[config.mk]
export PLATFORM = sky130hd
export DESIGN_NAME = first_fit_heap_allocator_unit
export DESIGN_NICKNAME = d
export VERILOG_FILES = /design/src/rtl/core/ffha_pkg.sv /design/src/rtl/core/ffha_ram.sv /design/src/rtl/core/first_fit_heap_allocator_unit.sv
export SDC_FILE = /design/constraint.sdc
export NUM_CORES = 2
export LEC_CHECK = 0
export ABC_AREA = 1
export BUFFER_PORTS_ARGS = -buffer_cell sky130_fd_sc_hd__buf_2
export CORE_UTILIZATION = 45
export CTS_CLUSTER_DIAMETER = 40
export DETAILED_ROUTE_END_ITERATION = 8
export SYNTH_ARGS = -nofsm -noshare
export SYNTH_HDL_FRONTEND = slang
export SYNTH_SLANG_ARGS = --single-unit
[constraint.sdc]
create_clock -name i_clk -period 18.05 [get_ports i_clk]
set_input_delay 0.9025 -clock i_clk [delete_from_list [all_inputs] [get_ports i_clk]]
set_output_delay 0.9025 -clock i_clk [all_outputs]
set_load 0.05 [all_outputs]
[src/rtl/core/ffha_pkg.sv]
package ffha_pkg;

    localparam int unsigned SIZE_W = 23;
    localparam int unsigned ADDR_W = 22;
    localparam int unsigned SUM_W  = 25;

    localparam logic [SUM_W-1:0] HEADER_BYTES = SUM_W'(8);
    localparam logic [SUM_W-1:0] PAD_BYTES    = SUM_W'(4);

    localparam logic [SIZE_W-1:0] START_RESET = 23'h001000;
    localparam logic [SIZE_W-1:0] WINDOW_END  = 23'h400000;
    localparam logic [SIZE_W-1:0] VALUE_MAX   = 23'h7FFFFF;

    localparam logic KIND_ALLOC = 1'b0;
    localparam logic KIND_FREE  = 1'b1;

    localparam logic CFG_HEAP_START = 1'b0;
    localparam logic CFG_HEAP_LIMIT = 1'b1;

    localparam logic [2:0] ST_OK       = 3'd0;
    localparam logic [2:0] ST_ZERO     = 3'd1;
    localparam logic [2:0] ST_NO_MEM   = 3'd2;
    localparam logic [2:0] ST_FULL     = 3'd3;
    localparam logic [2:0] ST_BAD_FREE = 3'd4;

    typedef struct packed {
        logic              kind;
        logic [SIZE_W-1:0] req_size;
        logic [ADDR_W-1:0] free_addr;
    } t_ffha_req;

    typedef struct packed {
        logic [ADDR_W-1:0] payload_addr;
        logic [2:0]        status;
        logic              reused;
        logic [SIZE_W-1:0] used_bytes;
    } t_ffha_rsp;

    typedef struct packed {
        logic              busy;
        logic [SIZE_W-1:0] size;
        logic [ADDR_W-1:0] base;
    } t_ffha_entry;

    typedef enum logic [2:0] {
        S_IDLE,
        S_READ,
        S_CHECK,
        S_SUM,
        S_CARVE
    } t_ffha_state;

endpackage

[src/rtl/core/ffha_ram.sv]
module ffha_ram #(
    parameter int unsigned WIDTH = 46,
    parameter int unsigned DEPTH = 64
) (
    input  logic                     i_clk,
    input  logic                     i_we,
    input  logic [$clog2(DEPTH)-1:0] i_waddr,
    input  logic [WIDTH-1:0]         i_wdata,
    input  logic [$clog2(DEPTH)-1:0] i_raddr,
    output logic [WIDTH-1:0]         o_rdata
);

    logic [WIDTH-1:0] r_mem [DEPTH];
    logic [WIDTH-1:0] r_rdata;

    always_ff @(posedge i_clk) begin
        if (i_we) begin
            r_mem[i_waddr] <= i_wdata;
        end
        r_rdata <= r_mem[i_raddr];
    end

    assign o_rdata = r_rdata;

endmodule

[src/rtl/core/first_fit_heap_allocator_unit.sv]
// A zero size request or a free on an empty table is answered straight from S_IDLE.
// Otherwise the walk steps S_READ and S_CHECK over the table entries in order until an
// entry is taken or the last one is checked; an allocation that finds none goes on to
// S_SUM and S_CARVE. One request at a time: the walk reads one table entry at a time
// from the RAM read port. The result is a one-cycle strobe that the receiver cannot stall.
// Reset restores heap_start and heap_limit to their defaults and empties the heap.
module first_fit_heap_allocator_unit
    import ffha_pkg::*;
#(
    parameter int unsigned MAX_BLOCKS = 64
) (
    input  logic              i_clk,
    input  logic              i_rst_n,
    input  logic              start,
    output logic              busy,
    input  t_ffha_req         i_req,
    output logic              o_valid,
    output t_ffha_rsp         o_rsp,
    input  logic              i_cfg_we,
    input  logic              i_cfg_idx,
    input  logic [SIZE_W-1:0] i_cfg_data
);

    localparam int unsigned IDX_W = $clog2(MAX_BLOCKS);
    localparam int unsigned CNT_W = $clog2(MAX_BLOCKS + 1);
    localparam int unsigned ENT_W = $bits(t_ffha_entry);

    t_ffha_state       r_state, n_state;
    logic [IDX_W-1:0]  r_idx, n_idx;
    logic [CNT_W-1:0]  r_count, n_count;
    logic [SIZE_W-1:0] r_top, n_top;
    logic [SIZE_W-1:0] r_used, n_used;
    logic [SIZE_W-1:0] r_heap_start, n_heap_start;
    logic [SIZE_W-1:0] r_heap_limit, n_heap_limit;
    logic              r_out_vld, n_out_vld;
    t_ffha_rsp         r_rsp, n_rsp;
    t_ffha_req         r_req, n_req;
    logic [SUM_W-1:0]  r_sum, n_sum;

    logic              ram_we;
    logic [IDX_W-1:0]  ram_waddr;
    t_ffha_entry       ram_wdata;
    t_ffha_entry       ram_rdata;
    logic [ENT_W-1:0]  ram_rdata_raw;

    logic              accept;
    logic              hit;
    logic              last;
    logic [SIZE_W-1:0] lim;
    logic [SUM_W-1:0]  add_sum;
    logic [SUM_W-1:0]  sub_amt;
    logic [SUM_W-1:0]  top_next;

    ffha_ram #(
        .WIDTH (ENT_W),
        .DEPTH (MAX_BLOCKS)
    ) u_table (
        .i_clk   (i_clk),
        .i_we    (ram_we),
        .i_waddr (ram_waddr),
        .i_wdata (ram_wdata),
        .i_raddr (r_idx),
        .o_rdata (ram_rdata_raw)
    );

    assign ram_rdata = t_ffha_entry'(ram_rdata_raw);
    assign busy      = (r_state != S_IDLE);
    assign accept    = start && !busy;
    assign o_valid   = r_out_vld;
    assign o_rsp     = r_rsp;
    assign last      = ((CNT_W'(r_idx) + CNT_W'(1)) == r_count);
    assign lim       = (r_heap_limit < WINDOW_END) ? r_heap_limit : WINDOW_END;

    always_comb begin
        n_state      = r_state;
        n_idx        = r_idx;
        n_count      = r_count;
        n_top        = r_top;
        n_used       = r_used;
        n_heap_start = r_heap_start;
        n_heap_limit = r_heap_limit;
        n_out_vld    = 1'b0;
        n_rsp        = r_rsp;
        n_req        = r_req;
        n_sum        = r_sum;
        ram_we       = 1'b0;
        ram_waddr    = r_idx;
        ram_wdata    = ram_rdata;
        hit          = 1'b0;
        add_sum      = '0;
        sub_amt      = '0;
        top_next     = '0;

        unique case (r_state)
            S_IDLE: begin
                if (accept) begin
                    n_req = i_req;
                    n_idx = '0;
                    if (i_req.kind == KIND_ALLOC && i_req.req_size == '0) begin
                        n_rsp     = '{payload_addr: '0, status: ST_ZERO, reused: 1'b0,
                                      used_bytes: r_used};
                        n_out_vld = 1'b1;
                    end else if (r_count == '0) begin
                        if (i_req.kind == KIND_ALLOC) begin
                            n_state = S_SUM;
                        end else begin
                            n_rsp     = '{payload_addr: '0, status: ST_BAD_FREE,
                                          reused: 1'b0, used_bytes: r_used};
                            n_out_vld = 1'b1;
                        end
                    end else begin
                        n_state = S_READ;
                    end
                end
            end
            S_READ: begin
                n_state = S_CHECK;
            end
            S_CHECK: begin
                if (r_req.kind == KIND_ALLOC) begin
                    hit     = !ram_rdata.busy && (ram_rdata.size >= r_req.req_size);
                    add_sum = SUM_W'(r_used) + SUM_W'(r_req.req_size) + HEADER_BYTES;
                    if (hit) begin
                        ram_we         = 1'b1;
                        ram_wdata.busy = 1'b1;
                        n_used         = (add_sum > SUM_W'(VALUE_MAX)) ? VALUE_MAX
                                                                       : add_sum[SIZE_W-1:0];
                        n_rsp          = '{payload_addr: ADDR_W'(SUM_W'(ram_rdata.base)
                                                                 + HEADER_BYTES),
                                           status: ST_OK, reused: 1'b1, used_bytes: n_used};
                        n_out_vld      = 1'b1;
                        n_state        = S_IDLE;
                    end else if (last) begin
                        n_state = S_SUM;
                    end
                end else begin
                    hit     = ram_rdata.busy && ((SUM_W'(ram_rdata.base) + HEADER_BYTES)
                                                 == SUM_W'(r_req.free_addr));
                    sub_amt = SUM_W'(ram_rdata.size) + HEADER_BYTES;
                    if (hit) begin
                        ram_we         = 1'b1;
                        ram_wdata.busy = 1'b0;
                        n_used         = (SUM_W'(r_used) > sub_amt)
                                         ? SIZE_W'(SUM_W'(r_used) - sub_amt) : '0;
                        n_rsp          = '{payload_addr: '0, status: ST_OK, reused: 1'b0,
                                           used_bytes: n_used};
                        n_out_vld      = 1'b1;
                        n_state        = S_IDLE;
                    end else if (last) begin
                        n_rsp     = '{payload_addr: '0, status: ST_BAD_FREE, reused: 1'b0,
                                      used_bytes: r_used};
                        n_out_vld = 1'b1;
                        n_state   = S_IDLE;
                    end
                end
                if (!hit && !last) begin
                    n_idx   = r_idx + IDX_W'(1);
                    n_state = S_READ;
                end
            end
            S_SUM: begin
                n_sum   = SUM_W'(r_top) + SUM_W'(r_req.req_size) + HEADER_BYTES;
                n_state = S_CARVE;
            end
            S_CARVE: begin
                n_out_vld = 1'b1;
                n_state   = S_IDLE;
                top_next  = r_sum + PAD_BYTES;
                add_sum   = SUM_W'(r_used) + SUM_W'(r_req.req_size) + HEADER_BYTES
                            + PAD_BYTES;
                if (r_sum >= SUM_W'(lim)) begin
                    n_rsp = '{payload_addr: '0, status: ST_NO_MEM, reused: 1'b0,
                              used_bytes: r_used};
                end else if (r_count == CNT_W'(MAX_BLOCKS)) begin
                    n_rsp = '{payload_addr: '0, status: ST_FULL, reused: 1'b0,
                              used_bytes: r_used};
                end else begin
                    ram_we    = 1'b1;
                    ram_waddr = r_count[IDX_W-1:0];
                    ram_wdata = '{busy: 1'b1, size: r_req.req_size,
                                  base: r_top[ADDR_W-1:0]};
                    n_count   = r_count + CNT_W'(1);
                    n_top     = (top_next > SUM_W'(VALUE_MAX)) ? VALUE_MAX
                                                               : top_next[SIZE_W-1:0];
                    n_used    = (add_sum > SUM_W'(VALUE_MAX)) ? VALUE_MAX
                                                              : add_sum[SIZE_W-1:0];
                    n_rsp     = '{payload_addr: ADDR_W'(SUM_W'(r_top) + HEADER_BYTES),
                                  status: ST_OK, reused: 1'b0, used_bytes: n_used};
                end
            end
            default: begin
                n_state = S_IDLE;
            end
        endcase

        if (i_cfg_we) begin
            if (i_cfg_idx == CFG_HEAP_START) begin
                n_heap_start = i_cfg_data;
                n_top        = i_cfg_data;
                n_count      = '0;
                n_used       = '0;
            end else begin
                n_heap_limit = i_cfg_data;
            end
        end
    end

    always_ff @(posedge i_clk) begin
        if (!i_rst_n) begin
            r_state      <= S_IDLE;
            r_count      <= '0;
            r_top        <= START_RESET;
            r_used       <= '0;
            r_heap_start <= START_RESET;
            r_heap_limit <= WINDOW_END;
            r_out_vld    <= 1'b0;
        end else begin
            r_state      <= n_state;
            r_count      <= n_count;
            r_top        <= n_top;
            r_used       <= n_used;
            r_heap_start <= n_heap_start;
            r_heap_limit <= n_heap_limit;
            r_out_vld    <= n_out_vld;
        end
    end

    always_ff @(posedge i_clk) begin
        r_idx <= n_idx;
        r_rsp <= n_rsp;
        r_req <= n_req;
        r_sum <= n_sum;
    end

`ifndef SYNTHESIS
    a_count_bound: assert property (@(posedge i_clk) disable iff (!i_rst_n)
        r_count <= CNT_W'(MAX_BLOCKS))
        else $error("block count exceeds table depth");

    a_accept_progress: assert property (@(posedge i_clk) disable iff (!i_rst_n)
        accept |=> (busy || o_valid))
        else $error("accepted request neither busy nor answered");

    a_reuse_ok: assert property (@(posedge i_clk) disable iff (!i_rst_n)
        (o_valid && o_rsp.reused) |-> (o_rsp.status == ST_OK && o_rsp.payload_addr != '0))
        else $error("reused block without a granted payload");

    a_fail_no_addr: assert property (@(posedge i_clk) disable iff (!i_rst_n)
        (o_valid && o_rsp.status != ST_OK) |-> (o_rsp.payload_addr == '0 && !o_rsp.reused))
        else $error("failed request carries an address");

    a_heap_start_track: assert property (@(posedge i_clk) disable iff (!i_rst_n)
        (r_count == '0) |-> (r_top == r_heap_start))
        else $error("empty table with top pointer away from heap start");
`endif

endmodule

==> out/results.md <==
| Metric | This run |
| --- | --- |
| Avg Synthesized Cell Area | 13.1 um2 |
| Placeable Area | 286000 um2 |
| Total Power | 23.9 mW |
| Buffer depth of the longest clock path | 4 |
| Net Sw Power | 8.11 mW |
| Overall track demand over capacity in global routing | 27.3% |
| Reg2reg start | r_heap_limit[22] |
| Overall die height | 539 um |
| Final standard cell count with taps included and fillers excluded | 14200 |
| TritonCTS clock tree | done |
| Required time at the endpoint of the critical path | 18.59 ns |
| Slack of the worst reg-to-reg path | 11.70 ns |
| Total of buffers placed on input and output ports | 124 |
| Transition at the pin with the smallest max-transition slack | 1.37 ns |
| Max Slew Vio Count | 0 |
| End of the worst register-to-register path | u_table.r_mem[59][36] |
| Floorplan row count | 196 |
| Number of vias per cell after detailed routing | 6.20 |
| Switching Fraction | 33.9% |
| Critical hold path startpoint | i_req[19] |
| Power share of the combinational group | 24.6% |
| Endpoint class of the critical path | flip-flop |
| WL/cell | 28.8 um |
| Startpoint kind of the worst setup timing path | flip-flop |
| First-iteration detailed-routing DRC count | 11200 |
| Status | complete, no violations |
| CTS Hold Bufs | 0 |
| Distinct cells, synth | 61 |
| Via count of the first global-routing pass | 84100 |
| Clock Latency Late Sink | 0.94 ns |
| Post-synth net total | 10200 |
| Max Fclk | 0.157 GHz |
| Async set or reset register ratio after synthesis | 0% |
| Number of enable flip-flop cells after synthesis | 3070 |
| Part of the power in the clock network | 35.5% |
| RSZ-0062 raised after global routing | no |
| Clock root buffer master | sky130_fd_sc_hd__clkbuf_16 |
| Total wire length | 408000 um |
| Antenna violations before repair | 12 |
| Count of buffers added by post-CTS timing repair for setup | 0 |
| Router iterations before antenna repair | 6 |
| DIE AREA | 291000 um2 |
| Post-route DRC | 0 |
| Sequence of cells on the critical path | inv_1, nand2_1, ha_1, a21oi_1, o21ai_0, nand2_1, nand3_1, or2_0, a21oi_1, nand3_2, nor2_4, inv_4, nor2_1, a21oi_1, inv_1, nand3_1, nor2_4, buf_4 |
| Mapped Cells | 9930 |
| Largest stage delay, worst path | 0.92 ns |
| Crit path kind | flip-flop to flip-flop |
| Utilization after layout | 52.5% |
| Worst-case setup margin in the final layout | 11.70 ns |
| Fraction of power consumed by sequential logic | 39.9% |
| DR vias | 88000 |
| Hold violation total from the final report | 0 |
| Seq cells post-synth | 3196 |
| Clock slew at reported path FFs | 0.06 ns |
| Number of instances in the placed design | 13400 |
| GP Congestion | 0.897 |
| Mapped cell area | 130000 um2 |
| Worst vdd rail ir drop | 0.110 mV |
| Sum Neg Setup Slack | 0 ns |
| Cell mode on critical path | sky130_fd_sc_hd__a21oi_1 |
| Arrival time at the worst endpoint | 6.89 ns |
| Sequential cell area fraction in the yosys report | 72.9% |
| Die outline width | 539 um |
| Pin count of the biggest net entering global routing | 165 |
| Final setup violation count | 0 |
| Slowest stage cell, crit path | sky130_fd_sc_hd__nor2_4 |
| Hold path endpoint | r_req[19] |
| Final clock period utilization by the worst path | 35.2% |
| Proportion of layout cells with a drive suffix above 1 | 11.7% |
| Count of cells along the worst register-to-register path | 18 |
| CTS H-tree depth | 5 |
| Final setup skew | 0.104 ns |
| Total internal power | 15.8 mW |
| Power density over cell area | 159 nW/um2 |
| Post-DRT Antenna Nets | 0 |
| Warning count from the yosys run | 0 |
| Maximum capacitance violations | 0 |
| Path class of the lowest-slack min-delay path | input port to flip-flop |
| Worst Hold Path Cells | 1 |
| Initial standard-cell utilization of the core | 45.4% |
| Area Overhead vs Synth | 15.6% |
| Post-Place Worst Slack | 11.78 ns |
| HPWL Detailed | 231000 um |
| Global-route wire length before repair | 588000 um |
| Leakage | 50.7 nW |
| Total clock sinks | 3196 |
| Top FF cell, synth | sky130_fd_sc_hd__edfxtp_1 |
| Period minus WS final | 6.35 ns |
| Boundary pin count | 125 |
| Slew headroom | 7.97% |
| Resized cells post-CTS | 0 |
| Inserted Clock Buffers | 420 |
| Final nets | 10300 |
| CP Max Fanout | 37 |
| Total overflow reported by the global router | 0 |
-- how the worst max path moves through the flow --
stage          cells after the start             start                    end
2_1_floorplan                     17  r_heap_limit[22]   u_table.r_mem[0][36]
3_3_place_gp                      18  r_heap_limit[22]  u_table.r_mem[57][29]
3_5_place_dp                      18  r_heap_limit[22]  u_table.r_mem[57][29]
4_1_cts                           18  r_heap_limit[22]  u_table.r_mem[57][31]
5_1_grt                           18  r_heap_limit[22]  u_table.r_mem[59][33]
6_report                          18  r_heap_limit[22]  u_table.r_mem[59][36]
-- worst max-delay path, delay by kind of cell, from the launching register on --
kind,cells,cell delay (ns)
adder cells (fa/ha/maj),1,0.35
AO/OA/AOI/OAI,4,0.66
buffers and inverters,4,1.66
AND/OR/NAND/NOR,9,2.93
flip-flops,1,0.31
-- layer usage --
layer  up-vias  track usage [%]  share of wire (%)
met5         -                0             0.0047
met3       673             5.36                 10
met2      4797             41.7                 45
met1     44200             39.2                 41
met4         2             9.30                3.3
li1      38300                -                  -
-- sequential cells by signal, indices dropped and copies added (netlist names) --
signal           count
r_state              3
u_table.r_mem     2944
r_idx                6
r_used              23
r_req               46
r_heap_limit        23
u_table.o_rdata     46
r_sum               25
o_valid              1
r_count              7
o_rsp               49
r_top               23
-- metrics by stage --
| stage | hold WS [ns] | area, um2 |
|---|---|---|
| floorplan | 0.430 | 130000 |
| global placement | 0.457 | 136000 |
| detailed placement | 0.455 | 136000 |
| CTS | 0.137 | 150000 |
| global route | 0.168 | 150000 |
| finish | 0.179 | 150000 |
-- cells in the mapped netlist (all sizes together) (2+ instances only) --
| master | instances | area share [%] |
|---|---|---|
| o211ai | 7 | 0.040 |
| o21ai | 545 | 2.1 |
| edfxtp | 3070 | 71 |
| o22ai | 18 | 0.087 |
| nand4 | 82 | 0.42 |
| inv | 333 | 0.96 |
| a211oi | 3 | 0.017 |
| nand2 | 1505 | 4.4 |
| nor4 | 20 | 0.10 |
| nand3b | 9 | 0.052 |
| fa | 3 | 0.046 |
| clkbuf | 586 | 1.7 |
| a21boi | 4 | 0.023 |
| a21oi | 1621 | 6.2 |
| dfxtp | 126 | 1.9 |
| nand3 | 488 | 1.9 |
| clkinv | 6 | 0.017 |
| buf | 37 | 0.13 |
| o21bai | 7 | 0.040 |
| o21a | 3 | 0.017 |
| a22oi | 4 | 0.023 |
| xnor2 | 32 | 0.22 |
| a21o | 7 | 0.040 |
| xor2 | 82 | 0.55 |
| nor2 | 349 | 1.0 |
| a31o | 2 | 0.013 |
| nor3 | 49 | 0.20 |
| ha | 169 | 1.6 |
| o32ai | 2 | 0.013 |
| a31oi | 6 | 0.029 |
| o221ai | 736 | 5.0 |
| or2 | 9 | 0.043 |
-- final cells by class --
class | instances | area (um2)
antenna | 8 | 20.0
clock buffer | 479 | 11000
clock inverter | 297 | 3510
fill | 23600 | 136000
inverter | 339 | 1300
multi-input combinational | 5772 | 32700
sequential | 3196 | 94700
tap | 3762 | 4710
timing repair buffer | 334 | 2320
-- power by group through the flow --
stage	clock network, mW	registers [mW]	logic (mW)
global placement	0	9.67	5.69
global route	8.87	9.53	6.25
finish	8.50	9.53	5.88
CTS	8.57	9.52	5.80
detailed placement	0	9.67	5.78
floorplan	0	9.77	3.12
-- layout by cell type, fill, tap and decap left out, drive strengths merged, types with 8 or more instances in the layout --
master	count
nand4	82
o22ai	18
or2	9
ha	169
dfxtp	126
clkinvlp	47
xor2	82
nand3b	9
nor3	49
o21ai	545
buf	334
o221ai	736
nor4	20
edfxtp	3070
nor2	349
nand3	488
diode	8
bufinv	55
xnor2	32
clkbuf	479
clkinv	154
a21oi	1621
inv	380
nand2	1505
-- kinds of logic (layout without fill, tap and decap cells) --
| logic type | Yosys count | after routing | synth area share [%] |
|---|---|---|---|
| other | 0 | 8 | 0 |
| DFF | 3196 | 3196 | 72.9 |
| AOI/OAI and AO/OA | 2969 | 2969 | 13.7 |
| adders and majority gates | 172 | 172 | 1.67 |
| xor gates and xnor gates | 115 | 115 | 0.785 |
| buffers and inverters | 962 | 1449 | 2.80 |
| and+or+nand+nor | 2516 | 2516 | 8.19 |
No activity file was read; power rests on OpenSTA's default activity.
